File: config.mk
export PLATFORM = sky130hd
export DESIGN_NAME = sobel_grad
export DESIGN_NICKNAME = d
export VERILOG_FILES = /design/src/design/sobel_pkg.sv /design/src/design/sobel_grad.sv
export SDC_FILE = /design/constraint.sdc
export NUM_CORES = 1
export LEC_CHECK = 0
export BUFFER_PORTS_ARGS = -buffer_cell sky130_fd_sc_hd__buf_2
export CAP_MARGIN = 5
export CORE_ASPECT_RATIO = 0.7
export CORE_MARGIN = 2
export CORE_UTILIZATION = 60
export CTS_BUF_LIST = sky130_fd_sc_hd__clkbuf_8
export DETAILED_ROUTE_END_ITERATION = 8
export PLACE_DENSITY = 0.8
export SLEW_MARGIN = 15
export SYNTH_ARGS = -nofsm -noshare
export SYNTH_HDL_FRONTEND = slang
export SYNTH_SLANG_ARGS = --single-unit
File: constraint.sdc
create_clock -name clock -period 8.4 [get_ports clock]
set_clock_uncertainty 0.05 [all_clocks]
set_input_delay 0 -clock clock [delete_from_list [all_inputs] [get_ports clock]]
set_output_delay 0 -clock clock [all_outputs]
set_load 0.05 [all_outputs]
File: src/design/sobel_pkg.sv
package sobel_pkg;

   localparam int PIX_W             = 8;
   localparam int WIDTH_REG_W       = 11;
   localparam int HEIGHT_REG_W      = 13;
   localparam int CSR_DATA_W        = 13;
   localparam int CSR_INDEX_W       = 4;
   localparam int ROW_W             = 12;

   localparam int MAX_WIDTH_DEFAULT = 1024;
   localparam int MIN_FRAME_DIM     = 3;
   localparam int MAX_HEIGHT        = 4096;
   localparam int WIDTH_RESET       = 640;
   localparam int HEIGHT_RESET      = 480;

   localparam logic [PIX_W-1:0] SAT_MAX = 8'd255;

   typedef enum logic [CSR_INDEX_W-1:0] {
      CSR_FRAME_WIDTH  = 4'd0,
      CSR_FRAME_HEIGHT = 4'd1
   } csr_index_type;

   // per-pixel control that rides along with the line-store read
   typedef struct packed {
      logic emit;   // closes the window of an interior pixel, produces a transaction
      logic last;   // final pixel of the frame
   } pix_ctl_type;

endpackage

File: src/design/sobel_grad.sv
module sobel_grad (
   input  logic                         clock,
   input  logic                         reset,
   input  logic                         s1_valid,
   input  sobel_pkg::pix_ctl_type       s1_ctl,
   input  logic [sobel_pkg::PIX_W-1:0]  s1_pixel,
   input  logic [sobel_pkg::PIX_W-1:0]  s1_up1,
   input  logic [sobel_pkg::PIX_W-1:0]  s1_up2,
   output logic                         s1_advance,
   output logic                         rsp_valid,
   input  logic                         rsp_ready,
   output logic [sobel_pkg::PIX_W-1:0]  rsp_grad_rows,
   output logic [sobel_pkg::PIX_W-1:0]  rsp_grad_cols,
   output logic [sobel_pkg::PIX_W-1:0]  rsp_edge_res,
   output logic                         rsp_frame_last
);

   localparam int PixW = sobel_pkg::PIX_W;

   // |(a + 2b + c) - (d + 2e + f)|, clamped to 255
   function automatic logic [PixW-1:0] abs_diff_sat(
      input logic [PixW-1:0] a, input logic [PixW-1:0] b, input logic [PixW-1:0] c,
      input logic [PixW-1:0] d, input logic [PixW-1:0] e, input logic [PixW-1:0] f);
      logic [PixW+1:0] p;
      logic [PixW+1:0] n;
      logic [PixW+1:0] m;
      p = (PixW+2)'(a) + {1'b0, b, 1'b0} + (PixW+2)'(c);
      n = (PixW+2)'(d) + {1'b0, e, 1'b0} + (PixW+2)'(f);
      m = (p >= n) ? (p - n) : (n - p);
      return (m > (PixW+2)'(sobel_pkg::SAT_MAX)) ? sobel_pkg::SAT_MAX : m[PixW-1:0];
   endfunction

   logic [PixW-1:0] win_ff [3][3];   // [row][col], row 0 = oldest line
   logic            s2_valid_ff, s2_valid_in, s2_last_ff;
   logic            s3_valid_ff, s3_valid_in, s3_last_ff;
   logic [PixW-1:0] s3_gr_ff, s3_gc_ff;
   logic            out_valid_ff, out_valid_in, out_last_ff;
   logic [PixW-1:0] out_gr_ff, out_gc_ff, out_sum_ff;
   logic            s2_ready, s3_ready, out_ready;
   logic            win_shift;
   logic [PixW-1:0] gr, gc;
   logic [PixW:0]   sum;

   assign out_ready  = !out_valid_ff || rsp_ready;
   assign s3_ready   = !s3_valid_ff || out_ready;
   assign s2_ready   = !s2_valid_ff || s3_ready;
   assign s1_advance = s2_ready;
   assign win_shift  = s1_valid && s2_ready;

   // border pixels still shift the window but put no valid result into the pipe
   always_comb begin
      s2_valid_in  = s2_ready  ? (s1_valid && s1_ctl.emit) : s2_valid_ff;
      s3_valid_in  = s3_ready  ? s2_valid_ff : s3_valid_ff;
      out_valid_in = out_ready ? s3_valid_ff : out_valid_ff;
   end

   always_ff @(posedge clock) begin
      if (reset) begin
         s2_valid_ff  <= 1'b0;
         s3_valid_ff  <= 1'b0;
         out_valid_ff <= 1'b0;
      end else begin
         s2_valid_ff  <= s2_valid_in;
         s3_valid_ff  <= s3_valid_in;
         out_valid_ff <= out_valid_in;
      end
   end

   always_ff @(posedge clock) begin
      if (win_shift) begin
         for (int r = 0; r < 3; r++) begin
            win_ff[r][0] <= win_ff[r][1];
            win_ff[r][1] <= win_ff[r][2];
         end
         win_ff[0][2] <= s1_up2;
         win_ff[1][2] <= s1_up1;
         win_ff[2][2] <= s1_pixel;
         s2_last_ff   <= s1_ctl.last;
      end
   end

   assign gr = abs_diff_sat(win_ff[2][0], win_ff[2][1], win_ff[2][2],
                            win_ff[0][0], win_ff[0][1], win_ff[0][2]);
   assign gc = abs_diff_sat(win_ff[0][2], win_ff[1][2], win_ff[2][2],
                            win_ff[0][0], win_ff[1][0], win_ff[2][0]);

   always_ff @(posedge clock) begin
      if (s3_ready) begin
         s3_gr_ff   <= gr;
         s3_gc_ff   <= gc;
         s3_last_ff <= s2_last_ff;
      end
   end

   assign sum = (PixW+1)'(s3_gr_ff) + (PixW+1)'(s3_gc_ff);

   always_ff @(posedge clock) begin
      if (out_ready) begin
         out_gr_ff   <= s3_gr_ff;
         out_gc_ff   <= s3_gc_ff;
         out_sum_ff  <= sum[PixW] ? sobel_pkg::SAT_MAX : sum[PixW-1:0];
         out_last_ff <= s3_last_ff;
      end
   end

   assign rsp_valid      = out_valid_ff;
   assign rsp_grad_rows  = out_gr_ff;
   assign rsp_grad_cols  = out_gc_ff;
   assign rsp_edge_res   = out_sum_ff;
   assign rsp_frame_last = out_last_ff;

endmodule

Word-level counts from Yosys, hierarchy flattened
Memories as Yosys holds them, arrays and structs flattened.
Index checks and enable logic that the tools add are counted.
{ "op_classes": {"add_sub_neg": 13, "order_cmp": 4, "reduce_logical": 8, "mux": 4} }
{ "op_table": {"columns": ["cell", "count"], "rows": [
  ["adder 10 x 8 -> 10 bit", 4],
  ["adder 8 x 9 -> 10 bit", 4],
  ["subtractor 10 bit", 4],
  [">= comparator 10 bit", 2],
  ["> comparator 10 x 8 -> 1 bit (second input constant)", 2],
  ["two-way mux 10 bit", 2],
  ["adder 8 x 8 -> 9 bit", 1],
  ["logical NOT 1 bit", 3],
  ["logical OR 1 bit", 3],
  ["logical AND 1 bit", 2],
  ["two-way mux 1 bit", 2]
]} }
{ "word_totals": {"in_bits": 30, "reg_bits": 46, "n_memories": 1, "out_inout_bits": 27, "mem_bits_rw": 72} }
{ "mem_list": {"columns": ["name", "depth", "word_bits", "read_ports", "rd_clocked_by_memory_dff", "wr", "line_no", "text"], "rows": [
  ["win_ff", 3, 24, 3, 0, 3, "sobel_grad.sv:33", "logic [PixW-1:0] win_ff [3][3];"]
]} }

Logic depth before layout (Yosys ltp)
{ "logic_depth": {"depth_word": 7, "depth_mapped": 22, "ltp_nobuf": 21} }

Least setup slack after synthesis
OpenSTA, ideal clock, no wires.
{ "synth_timing": {"path_kind": "register to register", "startpoint": "memory win_ff[0][1] (netlist bit)", "endpoint": "register s3_gc_ff[4] (data pin)", "stages_incl_launch_ff": 21, "synth_period_minus_slack_ns": 4.611, "t_required_ns": 8.079, "t_arrival_ns": 4.290, "path_slack_ns": 3.789, "n_path_buf": 2, "cell_sequence": "edfxtp_1 inv_1 fa_1 inv_1 ha_1 fa_1 a21o_1 a21oi_1 o21bai_1 a21oi_1 xnor2_1 ha_1 buf_2 a21oi_1 o21a_1 o211a_2 clkbuf_1 mux2_1 a21oi_1 xor2_1 nand2_1"} }
{ "synth_lines": {"columns": ["element", "line_no", "text"], "rows": [
  ["from (decl)", "sobel_grad.sv:33", null],
  ["to (signal assigned)", "sobel_grad.sv:90", "s3_gc_ff <= gc;"],
  ["to (decl)", "sobel_grad.sv:36", "logic [PixW-1:0] s3_gr_ff, s3_gc_ff;"]
]} }

==> flow_metrics.env <==
export IMPL_outcome="finished, final reports clean"
export IMPL_die_h_um=97.4
export IMPL_synth_largest_area_cell="edfxtp_1"
export IMPL_final_setup_tns_ns=0
export IMPL_synth_edf_count=115
export IMPL_critPathSlowestCell="a2111oi_0"
export IMPL_coreArea_um2=12300
export IMPL_die_w_um=137
export IMPL_vias_per_cell=5.52
export IMPL_hp_class="in2reg"
export IMPL_fin_nets=841
export IMPL_clk_latency_ns=0.45
export IMPL_ys_flop_type="edfxtp_1"
export IMPL_cts_buffers=17
export IMPL_synth_commonest_cells="edfxtp_1, ha_1, inv_1"
export IMPL_cts_tree="built"
export IMPL_cts_root_buf="clkbuf_8"
export IMPL_clock_sinks=118
export IMPL_whs_ns=0.206
export IMPL_grt_pass1_vias=4896
export IMPL_start_util_pct=60.8
export IMPL_synth_seq_area_share_pct=47.0
export IMPL_clk_path_buf_depth=2
export IMPL_fin_crit_ns=5.28
export IMPL_critPathArrivalTime_ns=5.41
export IMPL_final_antenna_net_count=0
export IMPL_cts_max_level=4
export IMPL_synth_top_cells_by_area="edfxtp_1, ha_1, fa_1"
export IMPL_synth_warnings=0
export IMPL_dr_total_vias=4789
export IMPL_synth_cells=600
export IMPL_grt_pass1_wl_um=24500
export IMPL_cp_start_kind="flip-flop"
export IMPL_tightest_slew_ns=0.923
export IMPL_io_buffer_count=56
export IMPL_hold_viol=0
export IMPL_cts_resized_gates=0
export IMPL_grt_start_max_net_pins=74
export IMPL_yosysMostFrequentCell="edfxtp_1"
export IMPL_clk_pin_slew_ns=0.09
export IMPL_setup_viol=0
export IMPL_antenna_found_initial=0
export IMPL_path_class="reg2reg"
export IMPL_dieArea_um2=13400
export IMPL_rsz0062_at_grt="no"
export IMPL_async_reset_ff_share_pct=0
export IMPL_slew_headroom_pct=38.4
export IMPL_insertedDiodeCount=0
export IMPL_max_freq_mhz=189
export IMPL_critPathBufInv=2
export IMPL_drv_slew=0
export IMPL_cts_setup_buffers=0
export IMPL_syn_nets=749
export IMPL_end_kind="flip-flop"
export IMPL_cap_viol_max_count=0
export IMPL_synth_ff_latch_count=118
export IMPL_ff2ff_setup_slack_ns=3.12
export IMPL_drt_iter0_drc=288
export IMPL_grt_overflow_total=0
export IMPL_gp_congestion=0.869
export IMPL_peakVddDrop_mv=0.181
export IMPL_yosysTopAreaCellShare_pct=46.2
export IMPL_place_inst=807
export IMPL_drc=0
export IMPL_fin_crit_sh_pct=62.8
export IMPL_drive_above_1_share_pct=14.5
export IMPL_firstDrtPassIters=5
export IMPL_gr_usage_all_layers_pct=24.5
export IMPL_wl_per_cell_um=17.6
export IMPL_yosysUniqueCellTypes=54
export IMPL_power_density_nw_per_um2=368
export IMPL_crit_path_cell_trace="inv_1 -> fa_1 -> inv_1 -> ha_1 -> fa_1 -> a21o_1 -> a21oi_1 -> o21bai_1 -> a21oi_1 -> nor2b_1 -> o21ai_0 -> nand2b_1 -> ha_1 -> nand4_1 -> a211o_1 -> o211a_2 -> a2111oi_0 -> nor3_1 -> nor3_2 -> nand2_1"
export IMPL_critPathMaxStageDelay_ns=0.64
export IMPL_area_delta_synth_final_pct=14.4
export IMPL_rows=34
export IMPL_p_leak_uw=0.00364
export IMPL_final_cells=867
export IMPL_syn_area_per_cell_um2=12.4
export IMPL_netlist_area_um2=7470
export IMPL_post_dp_hpwl_um=11300
export IMPL_critPathRequiredTime_ns=8.53
export IMPL_path_max_fanout=14
export IMPL_pin_count=57
export IMPL_crit_family="compound AO/OA/AOI/OAI gates"
export IMPL_routed_wl_um=15200
## cell type report
cell class	instances	area, um^2
Clock buffer	17	234
Clock inverter	15	159
Fill cell	846	3750
Inverter	79	297
Multi-Input combinational cell	391	3570
Sequential cell	118	3510
Tap cell	162	203
Timing Repair Buffer	85	568
## path summary, 6_finish.rpt
path / to / depth (start not counted) / start
worst max register to register: s3_gc_ff[0]$_SDFFCE_PN1P_ / 20 / win_ff[0][1]$_DFFE_PP_
worst min register to register: win_ff[0][47]$_DFFE_PP_ / 0 / win_ff[0][39]$_DFFE_PP_
worst min-delay path: win_ff[0][6]$_DFFE_PP_ / 2 / s1_up2[6]
worst max-delay path: s3_gc_ff[0]$_SDFFCE_PN1P_ / 20 / win_ff[0][1]$_DFFE_PP_
## metrics by stage
stage | worst slack [ns] | total power [uW] | utilization, % | area (um^2)
final | 3.12 | 3150 | 69.5 | 8550
after global routing | 2.81 | 3370 | 69.5 | 8550
after CTS | 3.18 | 3130 | 69.5 | 8550
after detailed placement | 3.21 | 2590 | 64.1 | 7880
after global placement | 3.40 | 2540 | 64.1 | 7880
after floorplan | 3.79 | 2270 | - | 7470
## worst register-to-register path: stages (launching register included)
cell and delay (ns):
edfxtp_1 0.34, inv_1 0.08, fa_1 0.54, inv_1 0.04, ha_1 0.22, fa_1 0.41, a21o_1 0.20, a21oi_1 0.23
o21bai_1 0.10, a21oi_1 0.22, nor2b_1 0.06, o21ai_0 0.14, nand2b_1 0.08, ha_1 0.38, nand4_1 0.14, a211o_1 0.25
o211a_2 0.24, a2111oi_0 0.64, nor3_1 0.14, nor3_2 0.43, nand2_1 0.11
## routing by layer
layer,part of all wire [%],global-route usage [%],vias up
li1,-,-,2319
met1,46,32.7,2312
met2,48,39.9,135
met3,4.9,5.53,23
met4,1.6,7.69,0
met5,0,0,-
## sequential cells by signal, summed over array words and instances, names as in the netlist
signal	count
rsp_grad_cols	8
rsp_valid	1
s3_gr_ff	8
s3_valid_ff	1
win_ff	72
rsp_grad_rows	8
rsp_frame_last	1
s2_valid_ff	1
rsp_edge_res	8
s3_gc_ff	8
s2_last_ff	1
s3_last_ff	1
## cells by family after synthesis
logic type	share of synthesized area (%)
AND/OR/NAND/NOR	6.16
multiplexers	1.79
adder cells (fa/ha/maj)	23.7
flip-flops	47.0
XOR/XNOR	4.69
AO/OA/AOI/OAI	11.5
buffers and inverters	5.13
## where the power goes
part	leakage, uW	internal, uW	switching (uW)
Combinational	0.00234	723	1090
Sequential	0.00110	773	44.0
Clock	0.000198	247	272
Total	0.00364	1740	1400
## what timing repair did
action	4_1_cts	5_1_grt
endpoints found under the setup margin	0	0
hold endpoints to repair	28	0
hold buffers	28	0
## cell usage in the layout, fill, tap and decap left out, types with 2 or more instances in the layout
cell type        n
edfxtp_1       115
ha_1            82
inv_1           79
buf_2           56
a21oi_1         38
fa_1            37
nand2_1         34
dlygate4sd3_1   28
xnor2_1         27
a21o_1          25
o21ai_0         18
clkbuf_8        17
o21bai_1        14
xor2_1          13
nand3_1         12
mux2i_1         10
nor2b_1          9
a31oi_1          7
nor2_1           7
inv_6            6
nand2b_1         5
nor3_1           5
o21a_1           4
a221oi_1         4
a211oi_1         4
a21boi_0         4
clkinv_4         4
nand4_1          3
inv_8            3
dfxtp_1          3
nor3_2           2
mux2_1           2
nor4_1           2
Power figures use the tool's default switching activity.
